===== config.mk =====
export PLATFORM = sky130hd
export DESIGN_NAME = ddmp_ctrl
export DESIGN_NICKNAME = d
export VERILOG_FILES = /design/src/hdl/ddmp_pkg.sv /design/src/hdl/ddmp_ctrl.sv
export SDC_FILE = /design/constraint.sdc
export NUM_CORES = 1
export LEC_CHECK = 0
export ABC_CLOCK_PERIOD_IN_PS = 1600
export CAP_MARGIN = 20
export CORE_AREA = 2 2 39 41
export DETAILED_ROUTE_END_ITERATION = 6
export DIE_AREA = 0 0 41 43
export DONT_BUFFER_PORTS = 1
export SLEW_MARGIN = 20
export SYNTH_ARGS = -nofsm -noshare
export SYNTH_HDL_FRONTEND = slang
export SYNTH_SLANG_ARGS = --single-unit

===== constraint.sdc =====
create_clock -name clk -period 1.6 [get_ports clk]
set_input_delay 0.16 -clock clk [delete_from_list [all_inputs] [get_ports clk]]
set_output_delay 0.16 -clock clk [all_outputs]
set_load 0.05 [all_outputs]

===== src/hdl/ddmp_pkg.sv =====
// Shared types and op codes for the differential-drive plant step unit.
// No dependencies.
package ddmp_pkg;
	// register indexes
	localparam logic [2:0] REG_MODE = 3'd0;
	localparam logic [2:0] REG_VLIM = 3'd1;
	localparam logic [2:0] REG_KEMF = 3'd2;
	localparam logic [2:0] REG_RES  = 3'd3;
	localparam logic [2:0] REG_INVL = 3'd4;
	localparam logic [2:0] REG_KT   = 3'd5;
	localparam logic [2:0] REG_DIAG = 3'd6;
	localparam logic [2:0] REG_CROSS = 3'd7;
	// datapath micro-ops
	localparam int OPW = 6;
	typedef logic [OPW-1:0] op_t;
	// last micro-op of a step
	localparam op_t OP_LAST = 6'd31;
	typedef struct packed {
		logic start;   // latch input word, init
		logic step;    // execute op
		op_t  op;
		logic done;    // commit state, load output
	} dp_cmd_t;
endpackage


===== src/hdl/ddmp_ctrl.sv =====
// Sequencer for the plant step: walks the micro-op list, runs the handshakes.
// Depends on ddmp_pkg.
module ddmp_ctrl (
	input  logic clk,
	input  logic arst_n,
	input  logic in_valid,
	output logic in_stall,
	output logic out_valid,
	input  logic out_stall,
	output ddmp_pkg::dp_cmd_t cmd
);
	import ddmp_pkg::*;
	localparam logic [1:0] S_IDLE = 2'd0;
	localparam logic [1:0] S_RUN  = 2'd1;
	localparam logic [1:0] S_FIN  = 2'd2;
	logic [1:0] state_q;
	op_t pc_q;
	logic hold;
	// output register busy and not being taken
	assign hold = out_valid && out_stall;
	assign in_stall = (state_q != S_IDLE);
	always_comb begin
		cmd.start = (state_q == S_IDLE) && in_valid;
		cmd.step = (state_q == S_RUN);
		cmd.op = pc_q;
		cmd.done = (state_q == S_FIN) && !hold;
	end
	always_ff @(posedge clk or negedge arst_n) begin
		if (!arst_n) begin
			state_q <= S_IDLE; pc_q <= '0; out_valid <= 1'b0;
		end else begin
			if (state_q == S_FIN && !hold) out_valid <= 1'b1;
			else if (out_valid && !out_stall) out_valid <= 1'b0;
			unique case (state_q)
				S_IDLE: if (in_valid) begin state_q <= S_RUN; pc_q <= '0; end
				S_RUN: begin
					if (pc_q == OP_LAST) state_q <= S_FIN;
					else pc_q <= pc_q + op_t'(1);
				end
				S_FIN: if (!hold) state_q <= S_IDLE;
				default: state_q <= S_IDLE;
			endcase
		end
	end
endmodule


# Word level (Yosys, flattened, before mapping)
# Index checks and enable logic that the tools add are counted.
# Widths: inputs -> output; s select.
dict set report classes {
  eq_ne 7
  n_reduce_logical 12
  addsub 1
  muxes 9
}
# operator n
set op_table {}
lappend op_table {{$mux 6} 2}
lappend op_table {{$pmux 6 s2} 1}
lappend op_table {{$add 6x1->6 const B} 1}
lappend op_table {{$eq 6x5->1 const B} 1}
lappend op_table {{$mux 2} 3}
lappend op_table {{$ne 2x2->1 const B} 3}
lappend op_table {{$pmux 2 s3} 1}
lappend op_table {{$reduce_and 3->1} 2}
lappend op_table {{$reduce_bool 2->1} 3}
lappend op_table {{$logic_and 1x1->1} 4}
lappend op_table {{$eq 2x1->1 const B} 1}
lappend op_table {{$eq 2x2->1 const B} 1}
lappend op_table {{$logic_not 1->1} 2}
lappend op_table {{$logic_not 2->1} 1}
lappend op_table {{$mux 1} 2}
lappend op_table {{$ne 2x1->1 const B} 1}
dict set report word_totals {
  out_inout_bits 11
  inputBits 4
  wordCells 32
  register_bits 9
}

# Logic depth before layout (Yosys ltp)
# Gate-level depths: netlist of the first run.
dict set report depth {
  depth_word 4
  mapped_depth 6
  depth_no_buf 6
}

# Worst setup path after synthesis of the first run
# Ideal clock, no wire load.
dict set report synth_path {
  path_kind {reg2reg}
  from {register state_q[0]}
  to {register pc_q[3]}
  setup_time_ns 0.162
  path_stages_with_launch 5
  period_less_slack_ns 1.962
  path_buffers 1
  path_slack_ns -0.362
  required_time_ns 1.438
  t_arrival_ns 1.800
  cell_sequence {dfrtp_1 -> buf_2 -> or2_2 -> nor2_1 -> nor2_1}
}
dict set report synth_between {
  elab_chain_len 3
  elab_cells_between_ends 7
  cone_classes {eq/ne (3); mux (1); reduce/logical (3)}
}
# item line
set synth_lines {}
lappend synth_lines {{from (decl)} ddmp_ctrl.sv:16} ;# logic [1:0] state_q;
lappend synth_lines {{from (signal assigned)} ddmp_ctrl.sv:30} ;# state_q <= S_IDLE; pc_q <= '0; out_valid <= 1'b0;
lappend synth_lines {{from (signal assigned)} ddmp_ctrl.sv:35} ;# S_IDLE: if (in_valid) begin state_q <= S_RUN; pc_q <= '0; end
lappend synth_lines {{from (signal assigned)} ddmp_ctrl.sv:37} ;# if (pc_q == OP_LAST) state_q <= S_FIN;
lappend synth_lines {{$eq 2x1->1 / $logic_not 2->1 (equally long branches)} ddmp_ctrl.sv:34} ;# unique case (state_q)
lappend synth_lines {{$ne 2x2->1 (no source line) / $reduce_bool 2->1 (equally long branches)} -}
lappend synth_lines {{$reduce_and 3->1 (no source line)} -}
lappend synth_lines {{to (signal assigned)} ddmp_ctrl.sv:38} ;# else pc_q <= pc_q + op_t'(1);
lappend synth_lines {{to (decl)} ddmp_ctrl.sv:17} ;# op_t pc_q;
# Parallel ways exist; a longest one is shown, timed or not.
# A chain may end at the register's enable or synchronous reset.

==> Implementation_results.wiki, run 1 <==
{| class="wikitable"
! Metric !! Value
|-
| Post-Synthesis Net Count || 58
|-
| Wire length reported by the detailed router || 1.095 mm
|-
| Height of the chip || 43 um
|-
| Slack of the worst reg-to-reg path || 0.11 ns
|-
| Count of fill cells added during filler insertion || 134
|-
| Top-level port count || 15
|-
| RSZ-0062 raised after global routing || false
|-
| Total overflow reported by the global router || 0
|-
| Maximum clock frequency || 0.6542 GHz
|-
| IO buf count || 0
|-
| Relative max-transition margin || 0.6534
|-
| Slew Limit Fails || 0
|-
| Layout cells sized above 1 || 0.3824
|-
| Cell type contributing the most total cell area after synthesis || sky130_fd_sc_hd__dfrtp_1
|-
| Vias in the first global route || 419
|-
| Remaining antenna violation count after routing || 0
|-
| Area inside the core boundary || 1384 um^2
|-
| Worst Path Max Fanout || 11
|-
| CTS tree || yes
|-
| Average wire per cell in the routed design || 13.04 um
|-
| Multi-input logic area || 254.0 um^2
|-
| Net count of the finished layout || 74
|-
| Cell count after synthesis || 53
|-
| Final routed DRC violation total || 0
|-
| Number of diodes added for antenna fixing || 0
|-
| Largest cells by area after synthesis || sky130_fd_sc_hd__dfrtp_1 (47%), sky130_fd_sc_hd__nand2_1 (7.8%), sky130_fd_sc_hd__nand3_1 (6.2%)
|-
| Pin slew with the least headroom to its limit || 0.5145 ns
|-
| Endpoint type of the worst setup path || output pin
|-
| Die Area || 1763 um^2
|-
| Post-synthesis cell type count || 23
|-
| Clock skew after layout || 0.007217 ns
|-
| Worst flop-to-flop path startpoint || pc_q[1]
|-
| Number of rows created at floorplan || 14
|-
| Initial detailed-routing violation count || 8
|-
| Post-DR vias/cell || 5.464
|-
| Required arrival time at the worst endpoint || 1.44 ns
|-
| Max-cap check violation count || 0
|-
| Starting density of the core || 0.3481
|-
| Post-layout min period || 1.529 ns
|-
| Buffer count from post-CTS setup fixing || 0
|-
| CTS clk-pin slew, worst paths || 0.07 ns
|-
| Depth of the CTS H-tree || 1
|-
| Setup Viol. Count Final || 0
|-
| Clock root cell || sky130_fd_sc_hd__clkbuf_4
|-
| Fin crit share || 0.9553
|-
| Number of sinks on the clock net || 9
|-
| First-pass GRT wire length || 1.745 mm
|-
| Synth Register Bits || 9
|-
| Area of all sequential standard cells || 229.0 um^2
|-
| Hold Startpoint || out_stall
|-
| Detailed-route via count || 459
|-
| Number of warnings reported in the yosys synthesis log || 0
|-
| Reg-to-Reg End || pc_q[5]
|-
| CP Class || register to output pin
|-
| Count of cells along the worst register-to-register path || 5
|-
| Arrival @ worst endpoint || 1.37 ns
|-
| Clock insertion delay at the later pin of the skew report || 0.26 ns
|-
| Average footprint of a synthesized cell || 9.089 um^2
|-
| Post-Syn Area || 481.7 um^2
|-
| DIE WIDTH || 41 um
|-
| Pin count of the biggest net entering global routing || 12
|-
| TritonRoute pass-1 iters || 5
|-
| Setup tns final || 0 ns
|-
| Number of hold violations in the final report || 0
|-
| Global routing usage summed across all routing layers || 0.1452
|-
| Cells on Worst Hold Path || 2
|-
| Half-perimeter wire length after placement || 871.2 um
|-
| Area added between synthesis and finish || 34.29%
|-
| Share of synthesized area occupied by flip-flops and latches || 0.4675
|-
| Hold worst-path end || out_valid
|-
| Num CTS Buffers || 3
|-
| HP Class || primary input to register
|-
| Initial antenna violation count || 0
|-
| GPL Wtd Cong || 0.7388
|-
| Share of the synthesized area in the top cell type || 0.4675
|-
| Startpoint Class || register
|-
| Number of buffers on the longest clock path || 2
|-
| Result of the run || finished, final reports clean
|}
## metal layers
metal	global-route usage	routed length, um	vias up
met3	0.06283	73	5
met5	0	0	-
met1	0.1667	453	216
met4	0.06000	25	0
li1	-	-	224
met2	0.2250	542	14
## sequential cells by signal (all words and copies together) (netlist names)
| name | count |
|---|---|
| out_valid | 1 |
| pc_q | 6 |
| state_q | 2 |
## worst max-delay path, cell delays in order (launching register included)
cell	delay (ns)
sky130_fd_sc_hd__dfrtp_2	0.47
sky130_fd_sc_hd__or2_2	0.33
sky130_fd_sc_hd__nor2_4	0.15
sky130_fd_sc_hd__buf_12	0.15
## Yosys cell counts
cell / count
sky130_fd_sc_hd__ha_1: 1
sky130_fd_sc_hd__inv_1: 3
sky130_fd_sc_hd__nand4_1: 1
sky130_fd_sc_hd__buf_2: 1
sky130_fd_sc_hd__mux2i_1: 1
sky130_fd_sc_hd__or2_2: 1
sky130_fd_sc_hd__dfrtp_1: 9
sky130_fd_sc_hd__nor2_4: 1
sky130_fd_sc_hd__nand2b_1: 1
sky130_fd_sc_hd__a41oi_1: 1
sky130_fd_sc_hd__o21ai_0: 2
sky130_fd_sc_hd__and4b_1: 1
sky130_fd_sc_hd__nand4_2: 1
sky130_fd_sc_hd__o22ai_1: 2
sky130_fd_sc_hd__o211ai_1: 1
sky130_fd_sc_hd__or4_1: 1
sky130_fd_sc_hd__nand3_1: 6
sky130_fd_sc_hd__and3_1: 1
sky130_fd_sc_hd__a21oi_1: 4
sky130_fd_sc_hd__or3_2: 1
sky130_fd_sc_hd__nor3_2: 1
sky130_fd_sc_hd__nor2_1: 2
sky130_fd_sc_hd__nand2_1: 10
## metrics by stage
step	hold slack, ns	cell area (um^2)	utilization	cells	setup WS [ns]
final	0.04560	646.9	0.4675	84	0.07145
after floorplan	-0.1356	498.0	-	53	0.03525
after detailed placement	-0.1353	608.1	0.4394	79	0.1447
after CTS	0.04456	645.6	0.4665	84	0.02700
after global routing	0.03126	646.9	0.4675	84	0.01589
after global placement	-0.1353	608.1	0.4394	79	0.1682
## final cells by class
class,count,share of cell area
Clock inverter,1,0.007737
Multi-Input combinational cell,40,0.3927
Inverter,3,0.01741
Tap cell,16,0.03095
Timing Repair Buffer,12,0.1625
Clock buffer,3,0.03482
Sequential cell,9,0.3540
## how the worst max path moves through the flow
| stage | start | end | slack, ns | cells after the start |
|---|---|---|---|---|
| 6_report | state_q[0] | cmd[8] | 0.07 | 3 |
| 5_1_grt | state_q[0] | cmd[8] | 0.02 | 3 |
| 4_1_cts | state_q[0] | cmd[8] | 0.03 | 3 |
| 3_5_place_dp | pc_q[0] | pc_q[5] | 0.14 | 5 |
| 3_3_place_gp | pc_q[0] | pc_q[5] | 0.17 | 5 |
| 2_1_floorplan | pc_q[0] | pc_q[5] | 0.04 | 5 |
## placed cells by master (no fill, tap or decap), drive strengths merged, types with 2 or more instances in the layout
| cell type | n |
|---|---|
| buf | 11 |
| o21ai | 2 |
| inv | 3 |
| a21oi | 4 |
| nand4 | 2 |
| dfrtp | 9 |
| nand3 | 6 |
| nor2 | 3 |
| nand2 | 10 |
| clkbuf | 3 |
| o22ai | 2 |
## cells by family after synthesis
logic type,Yosys count,synth area share
flops,9,0.4675
simple gates,28,0.3299
compound gates,10,0.1221
fa+ha+maj,1,0.02597
buf+inv,4,0.03375
mux,1,0.02078
## repair_timing
item | in CTS | in global routing
gates resized for setup | 0 | 1
endpoints found under the setup margin | 0 | 1
hold buffers | 1 | 0
endpoints found under the hold margin | 9 | 0
Power of run 1 is not shown: default switching activity piles up to over one toggle a cycle in this logic, so the estimate is an artifact.
==> run 2, diff against run 1 <==
ABC_AREA = 1   (was not set)
ABC_CLOCK_PERIOD_IN_PS = not set   (was 1600)
==> run 2 against run 1 <==
Clock skew fell by 0.0060 ns; wire length fell by 1.8%; worst setup slack improved by 0.036 ns; synthesized cell count rose by 19%; hold slack got worse by 0.022 ns; global-route usage rose by 2.7 points; synthesized area rose by 12%; final cell count rose by 11%.
==> Implementation_results.wiki, run 2 <==
{| class="wikitable"
! Metric !! Value
|-
| CTS clk-pin slew, worst paths || 0.07 ns
|-
| CP Class || register to output pin
|-
| First-pass GRT wire length || 1.938 mm
|-
| Num CTS Buffers || 3
|-
| Switching power || 0.7773 mW
|-
| GPL Wtd Cong || 0.7000
|-
| Part of the power in combinational logic || 0.596
|-
| Complex-gate fraction of the synthesized area || 0.1296
|-
| Post-Syn Area || 540.5 um^2
|-
| Total overflow reported by the global router || 0
|-
| Max-cap check violation count || 0
|-
| Number of diodes added for antenna fixing || 0
|-
| Half-perimeter wire length after placement || 848.9 um
|-
| Register name with the most flops || pc_q
|-
| Average wire per cell in the routed design || 11.56 um
|-
| Post-layout min period || 1.492 ns
|-
| Largest cells by area after synthesis || sky130_fd_sc_hd__dfrtp_1 (42%), sky130_fd_sc_hd__nand2_1 (9.0%), sky130_fd_sc_hd__nand2_2 (5.8%)
|-
| Final design utilization || 0.4855
|-
| Number of warnings reported in the yosys synthesis log || 0
|-
| Top-level port count || 15
|-
| Dpl cells || 88
|-
| Reg-to-Reg End || pc_q[5]
|-
| Cell type contributing the most total cell area after synthesis || sky130_fd_sc_hd__dfrtp_1
|-
| Power density over the cells || 2153 nW/um^2
|-
| Die Area || 1763 um^2
|-
| Total leakage power || 0.3296 nW
|-
| Slack of the worst reg-to-reg path || 0.38 ns
|-
| Number of rows created at floorplan || 14
|-
| Wire length reported by the detailed router || 1.075 mm
|-
| Endpoint type of the worst setup path || output pin
|-
| Setup Viol. Count Final || 0
|-
| Post-Synthesis Net Count || 68
|-
| Multiplexer share of the synthesized area || 0
|-
| Share of the synthesized netlist area taken by xor and xnor gates || 0
|-
| DIE WIDTH || 41 um
|-
| Top Registers || pc_q x6, state_q x2, out_valid x1
|-
| Required arrival time at the worst endpoint || 1.44 ns
|-
| Share of synthesized area occupied by flip-flops and latches || 0.4167
|-
| Fraction of power consumed by sequential logic || 0.273
|-
| Relative max-transition margin || 0.6982
|-
| Cells on Worst Hold Path || 2
|-
| Number of buffers on the longest clock path || 2
|-
| Cell count after synthesis || 63
|-
| Adder and majority gate portion of the synthesized area || 0.02315
|-
| Clock skew after layout || 0.001171 ns
|-
| Worst flop-to-flop path startpoint || pc_q[0]
|-
| Hold Startpoint || out_stall
|-
| Area inside the core boundary || 1384 um^2
|-
| Result of the run || finished, final reports clean
|-
| Largest vdd supply drop || 0.7226 mV
|-
| Final-layout worst hold slack || 0.02351 ns
|-
| Worst Path Max Fanout || 3
|-
| Initial antenna violation count || 0
|-
| Top flip-flop cell by instance count after synthesis || sky130_fd_sc_hd__dfrtp_1
|-
| Top library cells by usage in the layout, fill and taps aside || sky130_fd_sc_hd__nand2_1 (13), sky130_fd_sc_hd__dfrtp_1 (9), sky130_fd_sc_hd__buf_4 (9)
|-
| Global routing usage summed across all routing layers || 0.1722
|-
| Starting density of the core || 0.3906
|-
| Number of hold violations in the final report || 0
|-
| Most common cell after layout, fill and taps aside || sky130_fd_sc_hd__nand2_1
|-
| HP Class || primary input to register
|-
| Flip-flop count of the largest register after layout || 6
|-
| Hold worst-path end || out_valid
|-
| RSZ-0062 raised after global routing || false
|-
| Vias in the first global route || 466
|-
| Cell with the most instances after synthesis || sky130_fd_sc_hd__nand2_1
|-
| Maximum clock frequency || 0.6700 GHz
|-
| Count of fill cells added during filler insertion || 143
|-
| Fin crit share || 0.9328
|-
| Area added between synthesis and finish || 24.31%
|-
| Final routed DRC violation total || 0
|-
| Share of the synthesized area in the top cell type || 0.4167
|-
| Post-synthesis cell type count || 21
|-
| Simple-gate share of the synthesized area || 0.3611
|-
| Net count of the finished layout || 83
|-
| Clk pwr share || 0.131
|-
| Initial detailed-routing violation count || 4
|-
| TritonRoute pass-1 iters || 3
|-
| Layout cells sized above 1 || 0.4416
|-
| CTS tree || yes
|-
| IO buf count || 0
|-
| Leading post-synthesis cells by instance count || sky130_fd_sc_hd__nand2_1 (13), sky130_fd_sc_hd__dfrtp_1 (9), sky130_fd_sc_hd__inv_1 (6), sky130_fd_sc_hd__nand3_1 (6), sky130_fd_sc_hd__nand2_2 (5)
|-
| Pin count of the biggest net entering global routing || 10
|-
| Clock root cell || sky130_fd_sc_hd__clkbuf_4
|-
| Setup tns final || 0 ns
|-
| Clock insertion delay at the later pin of the skew report || 0.27 ns
|-
| Start point of the critical path || state_q[1]
|-
| Post-DR vias/cell || 4.978
|-
| Fraction of registers with async set or reset after synthesis || 1.000
|-
| Startpoint Class || register
|-
| Count of cells along the worst register-to-register path || 7
|-
| Internal power || 0.6692 mW
|-
| Main combinational cell family by area after synthesis || simple AND/OR/NAND/NOR gates
|-
| Average footprint of a synthesized cell || 8.580 um^2
|-
| Sw Share || 0.5373
|-
| Synth Register Bits || 9
|-
| Filler-free cell count of the finished design || 93
|-
| Arrival @ worst endpoint || 1.33 ns
|-
| Depth of the CTS H-tree || 1
|-
| Number of sinks on the clock net || 9
|-
| Detailed-route via count || 463
|-
| Height of the chip || 43 um
|-
| Slew Limit Fails || 0
|-
| Number of enable flip-flop cells after synthesis || 0
|-
| Pin slew with the least headroom to its limit || 0.4512 ns
|-
| Remaining antenna violation count after routing || 0
|}
## run 2: changes by cell type after synthesis, moves of 2 or more
cell,delta
sky130_fd_sc_hd__o21ai_2,+3
sky130_fd_sc_hd__o22ai_1,-2
sky130_fd_sc_hd__nor2_2,+2
sky130_fd_sc_hd__a21oi_1,-2
sky130_fd_sc_hd__nand2_2,+5
sky130_fd_sc_hd__nand2_1,+3
sky130_fd_sc_hd__inv_1,+3
sky130_fd_sc_hd__inv_2,+4
## run 2: critical path: stages, from the launching register on
cell	delay, ns
sky130_fd_sc_hd__dfrtp_1	0.48
sky130_fd_sc_hd__inv_2	0.09
sky130_fd_sc_hd__nor2_1	0.12
sky130_fd_sc_hd__inv_2	0.06
sky130_fd_sc_hd__a21oi_2	0.10
sky130_fd_sc_hd__buf_4	0.20
## run 2: what timing repair did
item                                   in CTS  in global routing
setup buffers                               0                  0
endpoints found under the hold margin       9                  0
resized for setup                           0                  1
setup endpoints to repair                   0                  1
hold buffers                                1                  0
## run 2: stage by stage
| stage | setup WS (ns) | total power, mW | instance area, um^2 |
|---|---|---|---|
| floorplan | 0.02687 | 1.061 | 544.3 |
| global placement | 0.3800 | 1.247 | 631.9 |
| detailed placement | 0.3725 | 1.266 | 631.9 |
| CTS | 0.06705 | 1.466 | 668.1 |
| global route | 0.05198 | 1.560 | 671.9 |
| finish | 0.1075 | 1.446 | 671.9 |
## run 2: layout make-up
| cell class | instances | area (um^2) | area share |
|---|---|---|---|
| clock buffer | 4 | 26.28 | 0.03911 |
| sequential | 9 | 225.2 | 0.3352 |
| tap | 16 | 20.02 | 0.02980 |
| multi-input combinational | 44 | 281.5 | 0.4190 |
| inverter | 10 | 41.29 | 0.06145 |
| timing repair buffer | 10 | 77.57 | 0.1155 |
## run 2: cells by family (layout without fill, tap and decap cells)
| group | count (synthesis) | count (layout) |
|---|---|---|
| AOI/OAI and AO/OA | 10 | 10 |
| adders and majority gates | 1 | 1 |
| buffers and inverters | 10 | 24 |
| DFF | 9 | 9 |
| and+or+nand+nor | 33 | 33 |
## run 2: worst max path at each step
stage | end | slack, ns | cells past startpoint
2_1_floorplan | pc_q[5] | 0.03 | 7
3_3_place_gp | cmd[8] | 0.38 | 3
3_5_place_dp | cmd[8] | 0.37 | 3
4_1_cts | cmd[8] | 0.07 | 3
5_1_grt | cmd[0] | 0.05 | 5
6_report | cmd[0] | 0.11 | 5
## run 2: power groups by stage
stage	sequential, mW	combinational [mW]	clock (mW)
6_report	0.394	0.862	0.190
5_1_grt	0.410	0.945	0.204
2_1_floorplan	0.655	0.406	0
3_5_place_dp	0.401	0.866	0
4_1_cts	0.396	0.873	0.196
3_3_place_gp	0.394	0.853	0
## run 2: routing by layer
metal / track usage / wire length [um]
met1: 0.1854 / 446
met2: 0.2625 / 524
met3: 0.04712 / 59
met4: 0.1400 / 45
met5: 0 / 0
(Power assumes the default switching activity.)
==> run 3, diff against run 2 <==
--- a/config.mk
+++ b/config.mk
@@ -8,2 +8,3 @@
 export ABC_AREA = 1
+export BUFFER_PORTS_ARGS = -buffer_cell sky130_fd_sc_hd__buf_2
 export CAP_MARGIN = 20
@@ -12,3 +13,3 @@
 export DIE_AREA = 0 0 41 43
-export DONT_BUFFER_PORTS = 1
+export PLACE_DENSITY = 0.67
 export SLEW_MARGIN = 20
==> constraint.sdc (replaced) <==
create_clock -name clk -period 1.3 [get_ports clk]
set_input_delay 0.065 -clock clk [delete_from_list [all_inputs] [get_ports clk]]
set_output_delay 0.065 -clock clk [all_outputs]
set_load 0.05 [all_outputs]
==> run 3 against run 2 <==
Via count increased by 3.7%; non-clock buffer count increased by 7; die area unchanged; sequential share of layout area decreased by 2.4 points; largest power group unchanged; highest routed layer unchanged.
==> Implementation_results.wiki, run 3 (synthesis gave the netlist of run 2 again) <==
{| class="wikitable"
! Metric !! Value
|-
| Dpl cells || 94
|-
| Num CTS Buffers || 3
|-
| Height of the chip || 43 um
|-
| Clock insertion delay at the later pin of the skew report || 0.27 ns
|-
| Half-perimeter wire length after placement || 782.1 um
|-
| Clk pwr share || 0.119
|-
| Net count of the finished layout || 90
|-
| Top-level port count || 15
|-
| Worst Path Max Fanout || 3
|-
| Post-layout min period || 1.278 ns
|-
| Average wire per cell in the routed design || 11.89 um
|-
| Part of the power in combinational logic || 0.593
|-
| Depth of the CTS H-tree || 1
|-
| Max-cap check violation count || 0
|-
| Total overflow reported by the global router || 0
|-
| Register name with the most flops || pc_q
|-
| Detailed-route via count || 480
|-
| Remaining antenna violation count after routing || 0
|-
| Final-layout worst hold slack || 0.07604 ns
|-
| Internal power || 0.8580 mW
|-
| Initial detailed-routing violation count || 3
|-
| Die Area || 1763 um^2
|-
| Clock root cell || sky130_fd_sc_hd__clkbuf_4
|-
| Arrival @ worst endpoint || 1.21 ns
|-
| Number of buffers on the longest clock path || 2
|-
| Result of the run || finished, final reports clean
|-
| Relative max-transition margin || 0.8353
|-
| Filler-free cell count of the finished design || 100
|-
| CTS tree || yes
|-
| Most common cell after layout, fill and taps aside || sky130_fd_sc_hd__nand2_1
|-
| Number of diodes added for antenna fixing || 0
|-
| Switching power || 0.9942 mW
|-
| CP Class || register to output pin
|-
| TritonRoute pass-1 iters || 4
|-
| Wire length reported by the detailed router || 1.189 mm
|-
| HP Class || primary input to register
|-
| Initial antenna violation count || 0
|-
| GPL Wtd Cong || 0.7012
|-
| Number of sinks on the clock net || 9
|-
| Required arrival time at the worst endpoint || 1.24 ns
|-
| IO buf count || 14
|-
| Starting density of the core || 0.3906
|-
| First-pass GRT wire length || 1.890 mm
|-
| CTS clk-pin slew, worst paths || 0.06 ns
|-
| Final routed DRC violation total || 0
|-
| Setup tns final || 0 ns
|-
| Number of hold violations in the final report || 0
|-
| Layout cells sized above 1 || 0.5952
|-
| RSZ-0062 raised after global routing || true
|-
| Endpoint type of the worst setup path || output pin
|-
| Total leakage power || 0.3679 nW
|-
| Maximum clock frequency || 0.7825 GHz
|-
| Clock skew after layout || 0.007133 ns
|-
| Count of cells along the worst register-to-register path || 7
|-
| Fraction of power consumed by sequential logic || 0.288
|-
| Post-DR vias/cell || 4.800
|-
| Pin count of the biggest net entering global routing || 10
|-
| Sw Share || 0.5368
|-
| Largest vdd supply drop || 1.428 mV
|-
| Pin slew with the least headroom to its limit || 0.2488 ns
|-
| DIE WIDTH || 41 um
|-
| Startpoint Class || register
|-
| Vias in the first global route || 438
|-
| Top Registers || pc_q x6, state_q x2, out_valid x1
|-
| Setup Viol. Count Final || 0
|-
| Number of rows created at floorplan || 14
|-
| Area added between synthesis and finish || 38.19%
|-
| Slew Limit Fails || 0
|-
| Flip-flop count of the largest register after layout || 6
|-
| Global routing usage summed across all routing layers || 0.1709
|-
| Cells on Worst Hold Path || 3
|-
| Fin crit share || 0.9831
|-
| Power density over the cells || 2480 nW/um^2
|-
| Top library cells by usage in the layout, fill and taps aside || sky130_fd_sc_hd__nand2_1 (12), sky130_fd_sc_hd__buf_2 (11), sky130_fd_sc_hd__inv_1 (6), sky130_fd_sc_hd__nand3_1 (6), sky130_fd_sc_hd__dfrtp_2 (6)
|-
| Area inside the core boundary || 1384 um^2
|}
run 3: changes by cell type in the layout (fill, tap and decap cells not counted), moves of 2 or more:
cell | before | now
sky130_fd_sc_hd__buf_6 | 0 | 2
sky130_fd_sc_hd__dfrtp_1 | 9 | 3
sky130_fd_sc_hd__buf_4 | 9 | 3
sky130_fd_sc_hd__nor2_4 | 1 | 3
sky130_fd_sc_hd__buf_2 | 0 | 11
sky130_fd_sc_hd__dfrtp_2 | 0 | 6
run 3: critical path, cell delays in order, from the launching register on:
cell	delay (ns)
sky130_fd_sc_hd__dfrtp_2	0.47
sky130_fd_sc_hd__inv_4	0.07
sky130_fd_sc_hd__nor2_4	0.09
sky130_fd_sc_hd__inv_2	0.05
sky130_fd_sc_hd__a21oi_2	0.11
sky130_fd_sc_hd__buf_6	0.17
run 3: through the flow:
step           total power [mW]  instance area, um^2  worst slack, ns  utilization
6_report                  1.852                747.0          0.02197       0.5398
5_1_grt                   1.981                747.0         -0.04592       0.5398
4_1_cts                   1.843                714.4         -0.01660       0.5163
3_5_place_dp              1.605                668.1           0.1146       0.4828
3_3_place_gp              1.597                668.1           0.1435       0.4828
2_1_floorplan             1.375                570.5         -0.03307            -
run 3: repair_timing:
item,in CTS,in global routing
setup endpoints to repair,2,3
hold endpoints to repair,9,0
resized for setup,4,9
buffers inserted,0,1
pin swaps,0,1
hold buffers,1,0
cloned,0,0
run 3: power groups by stage:
stage | logic [mW] | registers (mW) | clock network, mW
final | 1.10 | 0.534 | 0.221
after global routing | 1.18 | 0.552 | 0.247
after CTS | 1.09 | 0.524 | 0.229
after detailed placement | 1.08 | 0.530 | 0
after global placement | 1.07 | 0.528 | 0
after floorplan | 0.533 | 0.842 | 0
run 3: path summary, 6_finish.rpt:
| kind | startpoint | to | slack (ns) |
|---|---|---|---|
| hold reg to reg | pc_q[1] | pc_q[1] | 0.56 |
| setup / recovery | state_q[1] | cmd[0] | 0.02 |
| setup reg to reg | pc_q[1] | pc_q[3] | 0.09 |
| hold / removal | out_stall | out_valid | 0.08 |
| max in group asynchronous | arst_n | state_q[0] | 0.92 |
| min in group asynchronous | arst_n | pc_q[5] | 0.18 |
run 3: layout make-up:
type | count | area [um^2]
timing repair buffer | 17 | 110.1
inverter | 10 | 40.04
sequential | 9 | 232.7
clock buffer | 4 | 26.28
multi-input combinational | 44 | 317.8
fill | 132 | 636.9
tap | 16 | 20.02
run 3: layer usage:
metal	GRT usage	wire length [um]	vias up
met5	0	0	-
met4	0.08000	27	0
met3	0.09424	74	6
met2	0.2438	603	14
met1	0.2007	483	213
li1	-	-	247
